## config.mk

```make
export PLATFORM = sky130hd
export DESIGN_NAME = fraction_arith_reduce
export DESIGN_NICKNAME = d
export VERILOG_FILES = /design/src/rtl/fra_pkg.sv /design/src/rtl/fra_div.sv /design/src/rtl/fraction_arith_reduce.sv
export VERILOG_INCLUDE_DIRS = /design/src /design/src/rtl
export SDC_FILE = /design/constraint.sdc
export NUM_CORES = 2
export LEC_CHECK = 0
export BUFFER_PORTS_ARGS = -buffer_cell sky130_fd_sc_hd__buf_4
export CAP_MARGIN = 20
export CORE_ASPECT_RATIO = 2
export CORE_UTILIZATION = 54
export CTS_BUF_LIST = sky130_fd_sc_hd__clkbuf_8
export DETAILED_ROUTE_END_ITERATION = 7
export GPL_ROUTABILITY_DRIVEN = 1
export GPL_TIMING_DRIVEN = 1
export PLACE_DENSITY = 0.72
export SYNTH_ARGS = -nofsm -noshare
export SYNTH_HDL_FRONTEND = slang
export SYNTH_SLANG_ARGS = --single-unit
```

## constraint.sdc

```tcl
create_clock -name i_clk -period 13.3 [get_ports i_clk]
set_input_delay 3.99 -clock i_clk [delete_from_list [all_inputs] [get_ports i_clk]]
set_output_delay 3.99 -clock i_clk [all_outputs]
set_load 0.02 [all_outputs]
```

## src/rtl/assert_macros.svh

```systemverilog
// Assertion macros for the RTL files of the fraction block.
// No dependencies.
`ifndef ASSERT_MACROS_SVH
`define ASSERT_MACROS_SVH
// Implication checked on every rising clock edge outside reset.
`define ASSERT_IMPL(label, clk, rst_n, ante, cons) \
    label: assert property (@(posedge clk) disable iff (!rst_n) (ante) |-> (cons)) \
        else $error("assertion failed");
// Next-cycle implication checked outside reset.
`define ASSERT_NEXT(label, clk, rst_n, ante, cons) \
    label: assert property (@(posedge clk) disable iff (!rst_n) (ante) |=> (cons)) \
        else $error("assertion failed");
`endif

```

## src/rtl/fra_pkg.sv

```systemverilog
// Package for the fraction block: payload structs, operation and status codes.
// No dependencies.
`default_nettype none
package fra_pkg;
    localparam logic [1:0] OP_ADD = 2'd0;
    localparam logic [1:0] OP_SUB = 2'd1;
    localparam logic [1:0] OP_MUL = 2'd2;
    localparam logic [1:0] OP_DIV = 2'd3;
    localparam logic [1:0] ST_OK       = 2'd0;
    localparam logic [1:0] ST_ZERO_DEN = 2'd1;
    localparam logic [1:0] ST_DIV_ZERO = 2'd2;
    localparam int         WIDE = 64;

    typedef struct packed {
        logic [1:0]         operation;
        logic signed [31:0] num_a;
        logic signed [31:0] den_a;
        logic signed [31:0] num_b;
        logic signed [31:0] den_b;
    } t_in;

    typedef struct packed {
        logic signed [63:0] res_num;
        logic [62:0]        res_den;
        logic [1:0]         status;
    } t_out;

    // Request to the shared bit-serial divider.
    typedef struct packed {
        logic            start;
        logic [WIDE-1:0] dividend;
        logic [WIDE-1:0] divisor;
    } t_div_req;

    typedef struct packed {
        logic            done;
        logic [WIDE-1:0] quot;
        logic [WIDE-1:0] rem;
    } t_div_rsp;
endpackage
`default_nettype wire

```

## src/rtl/fra_div.sv

```systemverilog
// Bit-serial restoring divider, one quotient bit per cycle.
// Depends on fra_pkg.
`default_nettype none
module fra_div (
    input  wire logic              i_clk,
    input  wire logic              i_rst_n,
    input  wire fra_pkg::t_div_req i_req,
    output fra_pkg::t_div_rsp      o_rsp
);
    localparam int W = fra_pkg::WIDE;
    logic          r_busy;
    logic [6:0]    r_cnt;
    logic [W-1:0]  r_q;
    logic [W-1:0]  r_r;
    logic [W-1:0]  r_d;
    logic          r_done;
    logic [W:0]    trial;
    logic [W:0]    shifted;

    always_comb begin
        shifted = {r_r, r_q[W-1]};
        trial   = shifted - {1'b0, r_d};
    end

    always_ff @(posedge i_clk) begin
        if (!i_rst_n) begin
            r_busy <= 1'b0;
            r_done <= 1'b0;
            r_cnt  <= '0;
        end else begin
            r_done <= 1'b0;
            if (i_req.start) begin
                r_busy <= 1'b1;
                r_cnt  <= 7'(W);
                r_q    <= i_req.dividend;
                r_r    <= '0;
                r_d    <= i_req.divisor;
            end else if (r_busy) begin
                // shift one dividend bit into the remainder; keep it if it fits
                if (!trial[W]) begin
                    r_r <= trial[W-1:0];
                    r_q <= {r_q[W-2:0], 1'b1};
                end else begin
                    r_r <= shifted[W-1:0];
                    r_q <= {r_q[W-2:0], 1'b0};
                end
                r_cnt <= r_cnt - 7'd1;
                if (r_cnt == 7'd1) begin
                    r_busy <= 1'b0;
                    r_done <= 1'b1;
                end
            end
        end
    end

    assign o_rsp.done = r_done;
    assign o_rsp.quot = r_q;
    assign o_rsp.rem  = r_r;
endmodule
`default_nettype wire

```

## src/rtl/fraction_arith_reduce.sv

```systemverilog
// Fraction arithmetic with GCD reduction; one transaction at a time.
// The running time grows with the number of Euclid remainder steps, each of
// which uses the shared bit-serial divider, as do the two final divisions.
// A new transaction is taken only when idle; busy stays high until o_valid.
// Reset: synchronous active-low i_rst_n returns the sequencer to idle.
// The receiver cannot stall: o_valid marks the result for exactly one cycle.
`default_nettype none
module fraction_arith_reduce #(
    parameter int OPERAND_WIDTH = 32
) (
    input  wire logic         i_clk,
    input  wire logic         i_rst_n,
    input  wire logic         start,
    input  wire fra_pkg::t_in i_data,
    output logic              busy,
    output logic              o_valid,
    output fra_pkg::t_out     o_data
);
    localparam int W  = fra_pkg::WIDE;
    localparam int OW = OPERAND_WIDTH;

    typedef enum logic [7:0] {
        S_IDLE  = 8'b0000_0001,
        S_MUL1  = 8'b0000_0010,
        S_MUL2  = 8'b0000_0100,
        S_COMB  = 8'b0000_1000,
        S_GCD   = 8'b0001_0000,
        S_DIVN  = 8'b0010_0000,
        S_DIVD  = 8'b0100_0000,
        S_OUT   = 8'b1000_0000
    } t_state;

    t_state            r_state;
    logic [1:0]        r_op;
    logic [OW:0]       r_na, r_da, r_nb, r_db;   // magnitudes
    logic              r_sna, r_sda, r_snb, r_sdb;
    logic [W-1:0]      r_p1, r_p2, r_p3;          // products
    logic [W-1:0]      r_num, r_den, r_x, r_y;
    logic              r_neg;
    logic              r_wait;
    logic [W-1:0]      r_qn;
    logic              r_valid;
    fra_pkg::t_out     r_out;
    fra_pkg::t_div_req div_req;
    fra_pkg::t_div_rsp div_rsp;

    // Take an operand's low OW bits, sign-extended, and return the magnitude.
    function automatic logic [OW:0] mag_of(input logic [31:0] raw);
        logic [OW:0] x;
        x = {raw[OW-1], raw[OW-1:0]};
        return x[OW] ? (~x + 1'b1) : x;
    endfunction

    logic [W-1:0] m_a, m_b;
    logic [W-1:0] sum_mag;
    logic         sum_neg, bneg, sneg1, sneg2;

    always_comb begin
        // product signs follow the operands that formed them
        sneg1   = r_sna ^ r_sdb;
        sneg2   = r_snb ^ r_sda ^ (r_op == fra_pkg::OP_SUB);
        bneg    = sneg2 && (r_p2 != '0);
        if ((sneg1 && (r_p1 != '0)) == bneg) begin
            sum_mag = r_p1 + r_p2;
            sum_neg = bneg;
        end else if (r_p1 >= r_p2) begin
            sum_mag = r_p1 - r_p2;
            sum_neg = sneg1;
        end else begin
            sum_mag = r_p2 - r_p1;
            sum_neg = bneg;
        end
        m_a = W'(r_na);
        m_b = W'(r_db);
        case (r_state)
            S_MUL1:  begin m_a = W'(r_na); m_b = (r_op == fra_pkg::OP_MUL) ? W'(r_nb) : W'(r_db); end
            S_MUL2:  begin m_a = W'(r_da); m_b = (r_op == fra_pkg::OP_DIV) ? W'(r_nb) : W'(r_db); end
            S_COMB:  begin m_a = W'(r_nb); m_b = W'(r_da); end
            default: begin m_a = W'(r_na); m_b = W'(r_db); end
        endcase
    end

    // One multiplier, at most 33x33, reused in S_MUL1, S_MUL2 and S_COMB.
    logic [2*OW+1:0] prod_full;
    logic [W-1:0]    prod;
    assign prod_full = m_a[OW:0] * m_b[OW:0];
    assign prod      = W'(prod_full);

    always_comb begin
        div_req.start    = 1'b0;
        div_req.dividend = r_x;
        div_req.divisor  = r_y;
        if (!r_wait && (r_state == S_GCD || r_state == S_DIVN || r_state == S_DIVD))
            div_req.start = (r_state != S_GCD) || (r_y != '0);
        if (r_state == S_DIVN) div_req.dividend = r_num;
        if (r_state == S_DIVD) div_req.dividend = r_den;
        if (r_state == S_DIVN || r_state == S_DIVD) div_req.divisor = r_x;
    end

    fra_div u_div (
        .i_clk  (i_clk),
        .i_rst_n(i_rst_n),
        .i_req  (div_req),
        .o_rsp  (div_rsp)
    );

    always_ff @(posedge i_clk) begin
        if (!i_rst_n) begin
            r_state <= S_IDLE;
            r_valid <= 1'b0;
            r_wait  <= 1'b0;
        end else begin
            r_valid <= 1'b0;
            case (r_state)
                S_IDLE: begin
                    if (start) begin
                        // capture operands as sign and magnitude
                        r_op  <= i_data.operation;
                        r_na  <= mag_of(i_data.num_a);
                        r_da  <= mag_of(i_data.den_a);
                        r_nb  <= mag_of(i_data.num_b);
                        r_db  <= mag_of(i_data.den_b);
                        r_sna <= i_data.num_a[OW-1];
                        r_sda <= i_data.den_a[OW-1];
                        r_snb <= i_data.num_b[OW-1];
                        r_sdb <= i_data.den_b[OW-1];
                        r_state <= S_MUL1;
                    end
                end
                S_MUL1: begin
                    r_out.res_num <= '0;
                    r_out.res_den <= 63'd1;
                    r_out.status  <= fra_pkg::ST_OK;
                    if (r_da == '0 || r_db == '0) begin
                        r_out.status <= fra_pkg::ST_ZERO_DEN;
                        r_state <= S_OUT;
                    end else if (r_op == fra_pkg::OP_DIV && r_nb == '0) begin
                        r_out.status <= fra_pkg::ST_DIV_ZERO;
                        r_state <= S_OUT;
                    end else begin
                        r_p1 <= prod;
                        r_state <= S_MUL2;
                    end
                end
                S_MUL2: begin
                    r_p3 <= prod;
                    r_state <= S_COMB;
                end
                S_COMB: begin
                    r_den <= r_p3;
                    if (r_op == fra_pkg::OP_ADD || r_op == fra_pkg::OP_SUB) begin
                        // register the second cross product in r_p2 and add it in the following S_COMB pass
                        r_p2 <= prod;
                        r_op <= r_op;
                        r_state <= S_COMB;
                        if (r_wait) begin
                            r_num <= sum_mag;
                            r_neg <= sum_neg ^ (r_sda ^ r_sdb);
                            r_wait <= 1'b0;
                            r_state <= S_GCD;
                            r_x <= sum_mag;
                            r_y <= r_p3;
                            if (sum_mag == '0) r_state <= S_OUT;
                        end else begin
                            r_wait <= 1'b1;
                        end
                    end else begin
                        r_num <= r_p1;
                        r_x   <= r_p1;
                        r_y   <= r_p3;
                        r_neg <= (r_op == fra_pkg::OP_MUL)
                            ? (r_sna ^ r_snb ^ r_sda ^ r_sdb)
                            : (r_sna ^ r_sdb ^ r_sda ^ r_snb);
                        r_state <= (r_p1 == '0) ? S_OUT : S_GCD;
                    end
                end
                S_GCD: begin
                    // Euclid: x, y <- y, x mod y until y is zero
                    if (r_y == '0) begin
                        r_state <= S_DIVN;
                    end else if (!r_wait) begin
                        r_wait <= 1'b1;
                    end else if (div_rsp.done) begin
                        r_x <= r_y;
                        r_y <= div_rsp.rem;
                        r_wait <= 1'b0;
                    end
                end
                S_DIVN: begin
                    if (!r_wait) begin
                        r_wait <= 1'b1;
                    end else if (div_rsp.done) begin
                        r_qn <= div_rsp.quot;
                        r_wait <= 1'b0;
                        r_state <= S_DIVD;
                    end
                end
                S_DIVD: begin
                    if (!r_wait) begin
                        r_wait <= 1'b1;
                    end else if (div_rsp.done) begin
                        r_wait <= 1'b0;
                        // saturate magnitude to 2^63-1, then apply the sign
                        r_out.res_num <= r_qn[W-1]
                            ? (r_neg ? {1'b1, {(W-1){1'b0}}} + 64'd1 : {1'b0, {(W-1){1'b1}}})
                            : (r_neg ? (~r_qn + 64'd1) : r_qn);
                        r_out.res_den <= div_rsp.quot[W-2:0];
                        r_state <= S_OUT;
                    end
                end
                S_OUT: begin
                    r_valid <= 1'b1;
                    r_state <= S_IDLE;
                end
                default: r_state <= S_IDLE;
            endcase
        end
    end

    assign busy    = (r_state != S_IDLE);
    assign o_valid = r_valid;
    assign o_data  = r_out;

`include "assert_macros.svh"
    `ASSERT_IMPL(a_valid_idle, i_clk, i_rst_n, o_valid, !busy)
    `ASSERT_IMPL(a_den_pos, i_clk, i_rst_n, o_valid, o_data.res_den != '0)
    `ASSERT_IMPL(a_zero_den1, i_clk, i_rst_n, o_valid && o_data.res_num == '0,
        o_data.res_den == 63'd1)
    `ASSERT_NEXT(a_start_busy, i_clk, i_rst_n, start && !busy, busy)
endmodule
`default_nettype wire
```

==> Yosys cells after proc, flatten, opt, wreduce, memory -nomap -nowiden <==
Cells that the tools add are included.
{ "word_totals": {"regBits": 991, "in_bits": 133, "out_inout_bits": 131} }
{ "op_classes": {"add_sub_neg": 10, "n_mul": 1, "magnitude_cmp": 1, "n_eq_ne": 27, "mux": 69, "n_bitwise": 19, "reduce_logical": 42} }
{ "op_table": {"columns": ["operator", "n"], "rows": [
  ["$mux 64", 22],
  ["$pmux 64 s2", 2],
  ["$mux 127", 2],
  ["$pmux 127 s2", 1],
  ["$logic_not 64->1", 3],
  ["$reduce_bool 64->1", 3],
  ["$add 33x1->33 const B", 4],
  ["$not 33->33", 4],
  ["$sub 64x64->64", 2],
  ["$mux 31", 4],
  ["$logic_not 33->1", 3],
  ["$pmux 33 s3", 1],
  ["$mux 8", 12],
  ["$mux 33", 2],
  ["$pmux 33 s2", 1],
  ["$sub 65x64->65", 1],
  ["$add 64x1->64 const B", 1],
  ["$add 64x64->64", 1],
  ["$ge 64x64->1", 1],
  ["$mul 33x33->64", 1],
  ["$not 64->64", 1],
  ["$pmux 8 s7", 1],
  ["$mux 1", 17],
  ["$mux 7", 2],
  ["other kinds (34)", 77]
]} }

==> Longest topological paths before layout <==
{ "depth": {"ltp_word": 10, "mapped_depth": 43, "ltp_nobuf": 41} }

==> Hierarchy <==
From an unflattened synthesis, not the netlist that was laid out.
{ "hier_totals": {"cells_unflattened": 9841, "area_unflattened_um2": 92804.0} }
{ "modules_own_cells": {"columns": ["mod", "n_inst", "cells_each", "area_each_um2", "seq_area_each_um2"], "rows": [
  ["fraction_arith_reduce", 1, 8671, 80761.2, 23622.7],
  ["fra_div", 1, 1170, 12042.8, 5945.7]
]} }

==> Worst setup path before layout <==
OpenSTA, ideal clock, no wires.
{ "synth_timing": {"path_type": "in2reg", "from": "input i_rst_n", "to": "register r_p1[0] (enable)", "t_arrival_ns": 10.680, "setup_slack_ns": 1.976, "path_stages": 4, "cell_sequence": "clkbuf_1 > inv_1 > clkbuf_1 > nor4_1"} }
{ "synth_between": {"elab_chain_cells": 1} }
{ "synth_lines": {"columns": ["element", "line", "source"], "rows": [
  ["from (decl)", "fraction_arith_reduce.sv:12", "input wire logic i_rst_n,"],
  ["$reduce_and 4->1 (no source line)", null, null],
  ["to (signal assigned)", "fraction_arith_reduce.sv:141", "r_p1 <= prod;"],
  ["to (decl)", "fraction_arith_reduce.sv:37", "logic [W-1:0] r_p1, r_p2, r_p3;"]
]} }
No other way between the ends.
A chain may end at the register's enable or synchronous reset.

==> Final worst setup path <==
{ "layout_timing": {"from": "register r_state[7]", "to": "register r_p3[63] (data pin)"} }
{ "layout_between": {"elab_chain_cells": 3, "word_cells_on_any_way": 6} }
{ "layout_lines": {"columns": ["element", "line", "source"], "rows": [
  ["from (decl)", "fraction_arith_reduce.sv:33", "t_state r_state;"],
  ["from (signal assigned)", "fraction_arith_reduce.sv:174", "r_state <= (r_p1 == '0) ? S_OUT : S_GCD;"],
  ["$eq 8x4->1, or another cell as far along", "fraction_arith_reduce.sv:75", "case (r_state)"],
  ["$pmux 33 s3 / $pmux 33 s2 (equally long branches)", "fraction_arith_reduce.sv:75", null],
  ["$mul 33x33->64 (*)", "fraction_arith_reduce.sv:86", "assign prod_full = m_a[OW:0] * m_b[OW:0];"],
  ["net prod_full[63]", "fraction_arith_reduce.sv:84", "logic [2*OW+1:0] prod_full;"],
  ["to (signal assigned)", "fraction_arith_reduce.sv:146", "r_p3 <= prod;"],
  ["to (decl)", "fraction_arith_reduce.sv:37", null]
]} }
Mark *: on every way through the listed nets, which the timed path passes. The rest lies on a longest branch.

==> Implementation_results.wiki <==
{| class="wikitable"
! Metric !! Value
|-
| Ratio of cells with drive above 1 in the final layout || 9.294%
|-
| Busiest metal layer after global routing || met2
|-
| CP most frequent cell || sky130_fd_sc_hd__fa_1
|-
| Tcrit/Tclk final || 91.55%
|-
| Setup TNS Final || 0 ns
|-
| Clock slew seen by the registers of the worst setup and hold paths || 0.07 ns
|-
| Destination of the worst register-to-register timing path || r_p3[63]$_DFFE_PP_
|-
| Post-detailed-route DRC marker count || 0
|-
| Total clock buffers created by CTS || 149
|-
| Number of inserted filler cells in the final layout || 14,650
|-
| Number of maximum-capacitance constraint violations || 0
|-
| Final Hold Vio Count || 0
|-
| Wire length reported by the detailed router || 373.5 mm
|-
| Clock latency at the later pin of the worst-skew pair || 0.93 ns
|-
| Highest clock frequency the design can meet || 0.08213 GHz
|-
| Combined area of the multi-input logic cells || 56,270 sq um
|-
| Critical R2R Launch || r_state[7]$_SDFFE_PN0P_
|-
| Routability Congestion || 1.121
|-
| Buffer type at the clock tree root || sky130_fd_sc_hd__clkbuf_8
|-
| CTS HTree Levels || 4
|-
| Wire length of the first global-routing pass || 534.2 mm
|-
| Status || completed
|-
| Post-Syn Instances || 9,656
|-
| Critical path origin || r_state[7]$_SDFFE_PN0P_
|-
| TritonCTS clock tree || built
|-
| Die boundary height || 585.7 microns
|-
| Cell with the largest stage delay on the worst path || sky130_fd_sc_hd__a221oi_4
|-
| Sequential standard cell area || 29,570 sq um
|-
| Total via count after detailed routing || 76,430
|-
| Fraction of synthesis flops using an asynchronous set or reset pin || 0%
|-
| Post-Synthesis Cell Area || 92,000 sq um
|-
| Area enclosed by the die boundary || 172,100 sq um
|-
| Category of the critical setup timing path || register to register
|-
| Effective utilization at floorplan || 54.54%
|-
| Synth-to-Final Area Change || 8.832%
|-
| Met1 global-route usage || 39.61%
|-
| Post-synth cell types || 103
|-
| Average cell area after synthesis || 9.528 sq um
|-
| Count of buffer and inverter cells on the critical path || 9
|-
| Num ports || 264
|-
| Detailed placement HPWL || 297.2 mm
|-
| Overflow after GRT || 0
|-
| Top library cells by usage in the layout, fill and taps aside || sky130_fd_sc_hd__inv_1, sky130_fd_sc_hd__nand2_1, sky130_fd_sc_hd__nor2_1
|-
| Transition time at the pin with the least slew margin || 1.455 ns
|-
| Number of hold-repair buffers added at the cts stage || 0
|-
| CP Capture Type || register
|-
| Post-Route Skew || 0.09120 ns
|-
| Number of buffers on the longest clock path || 4
|-
| Met3 Resource Use GR || 8.595%
|-
| Core Box Area || 168,700 sq um
|-
| Standard-cell rows || 213
|-
| Reg2Reg Depth || 41
|-
| Worst endpoint data arrival time || 12.78 ns
|-
| Non-Filler Cell Area, Final || 100,100 sq um
|-
| Most common library cell in the layout ignoring fill and taps || sky130_fd_sc_hd__inv_1
|-
| Number of antenna violations at the first check in global routing || 17
|-
| Average routed wire per standard cell || 30.64 microns
|-
| Via count of the first global-routing pass || 80,550
|-
| Worst path depth || 41
|-
| Fraction of the yosys area taken by sequential cells || 32.14%
|-
| Port Buffers || 263
|-
| GR Util All Layers || 43.70%
|-
| Number of DRC markers in iteration 0 || 5,589
|-
| Biggest cell delay along the critical path || 0.62 ns
|-
| Pin count of the biggest net entering global routing || 114
|-
| Yosys warns || 0
|-
| EDFF count, synth || 972
|-
| Number of storage elements in the synthesis netlist || 991
|-
| Startpoint Class || register
|-
| CTS-repair resized insts || 0
|-
| Relative max-transition margin || 2.974%
|-
| Post-DR vias/cell || 6.268
|-
| Buffers inserted during post-CTS setup optimization || 0
|-
| Finish-stage setup viols || 0
|-
| Leading register cell type out of synthesis || sky130_fd_sc_hd__edfxtp_1
|-
| Beginning of the worst hold path || r_p3[18]$_DFFE_PP_
|-
| Number of iterations in the first detailed-routing pass || 6
|-
| Final critical-path required period || 12.18 ns
|-
| Class of the most critical hold timing path || register to register
|-
| Final Max Slew Viols || 0
|-
| Maximum fanout along the worst path || 26
|-
| Sinks on Clock Net || 991
|-
| Kind of cell adding the most delay to the critical path || adder cells
|-
| Chip Width || 293.9 microns
|-
| Post-place instance area || 97,140 sq um
|-
| Unrepaired setup endpoints after global routing || no
|-
| Number of nets at the end of the flow || 11,420
|-
| Worst setup slack for register-to-register paths || 1.12 ns
|-
| Remaining number of nets flagged by the antenna check after routing || 0
|-
| Capture point of the worst path || r_p3[63]$_DFFE_PP_
|-
| Met2 usage || 76.46%
|-
| Required time worst endpoint || 13.91 ns
|}
## cells by family after synthesis
family,share of synthesized area [%]
AOI/OAI and AO/OA,12.08
adders and majority gates,27.86
buffers and inverters,7.373
and+or+nand+nor,15.40
xor gates and xnor gates,3.113
DFF,32.14
muxes,2.033
other,0.004076
## synthesized netlist by cell type (all sizes together) (32+ instances only)
library cell | instances | area, sq um
a31oi | 48 | 300.3
and2 | 122 | 763.2
a221oi | 79 | 709.4
or3 | 49 | 306.5
nor2b | 39 | 246.5
o31ai | 75 | 568.0
o211ai | 32 | 240.2
nor3b | 40 | 300.3
xnor2 | 262 | 2302
clkbuf | 398 | 1494
a21oi | 546 | 2740
inv | 1304 | 4895
nand2 | 1216 | 4564
a21o | 129 | 968.4
o21bai | 72 | 540.5
mux2 | 95 | 1070
nor3 | 98 | 500.5
ha | 511 | 6394
nor2 | 1140 | 4298
fa | 961 | 19240
nand3 | 71 | 360.3
mux2i | 80 | 800.8
and3 | 54 | 342.8
xor2 | 62 | 561.8
a211oi | 46 | 360.4
a221o | 69 | 690.7
nand2b | 56 | 350.3
o21ai | 373 | 1867
nand4 | 95 | 594.3
o22a | 47 | 411.6
nor4 | 128 | 813.3
o21a | 32 | 240.2
buf | 74 | 386.6
edfxtp | 972 | 29190
## state kept, by name, summed over array words and instances (netlist names), 64 cells and up
signal     cells
o_data       129
r_den         64
r_num         64
r_p1          64
r_p2          64
r_p3          64
r_qn          64
r_x           64
r_y           64
u_div.r_d     64
u_div.r_q     64
u_div.r_r     64
## through the flow
stage               instances  setup WS [ns]  util (%)  hold slack, ns
finish                  12190          1.124     59.35          0.3781
global route            12180         0.4843     59.33          0.3788
CTS                     12170          1.246     59.26          0.3796
global placement        11910          1.361     57.57          0.4299
detailed placement      11920          1.210     57.58          0.4338
floorplan                9659          1.976         -          0.4262
## how the worst min path moves through the flow
stage | to | slack (ns) | depth (start not counted)
6_report | r_den[18]$_DFFE_PP_ | 0.38 | 0
4_1_cts | r_den[18]$_DFFE_PP_ | 0.38 | 0
2_1_floorplan | r_den[0]$_DFFE_PP_ | 0.43 | 0
3_5_place_dp | r_den[18]$_DFFE_PP_ | 0.43 | 0
5_1_grt | r_den[18]$_DFFE_PP_ | 0.38 | 0
3_3_place_gp | r_den[33]$_DFFE_PP_ | 0.43 | 0
## per-layer routing
metal  part of all wire, %  wire [microns]
met5                 0.025              93
met4                    14           52240
met3                   6.7           24940
met2                    50          186400
met1                    29          109900
## area by class of cell
class / instances / area share, %
Antenna cell: 16 / 0.03999
Tap cell: 2257 / 2.820
Inverter: 1306 / 4.896
Clock inverter: 100 / 0.7448
Sequential cell: 991 / 29.53
Timing Repair Buffer: 481 / 3.679
Clock buffer: 152 / 2.089
Multi-Input combinational cell: 6890 / 56.20
Power is left out: the tool's default activity adds up to more than one toggle a clock period on the data nets, which glitch-free logic cannot reach.
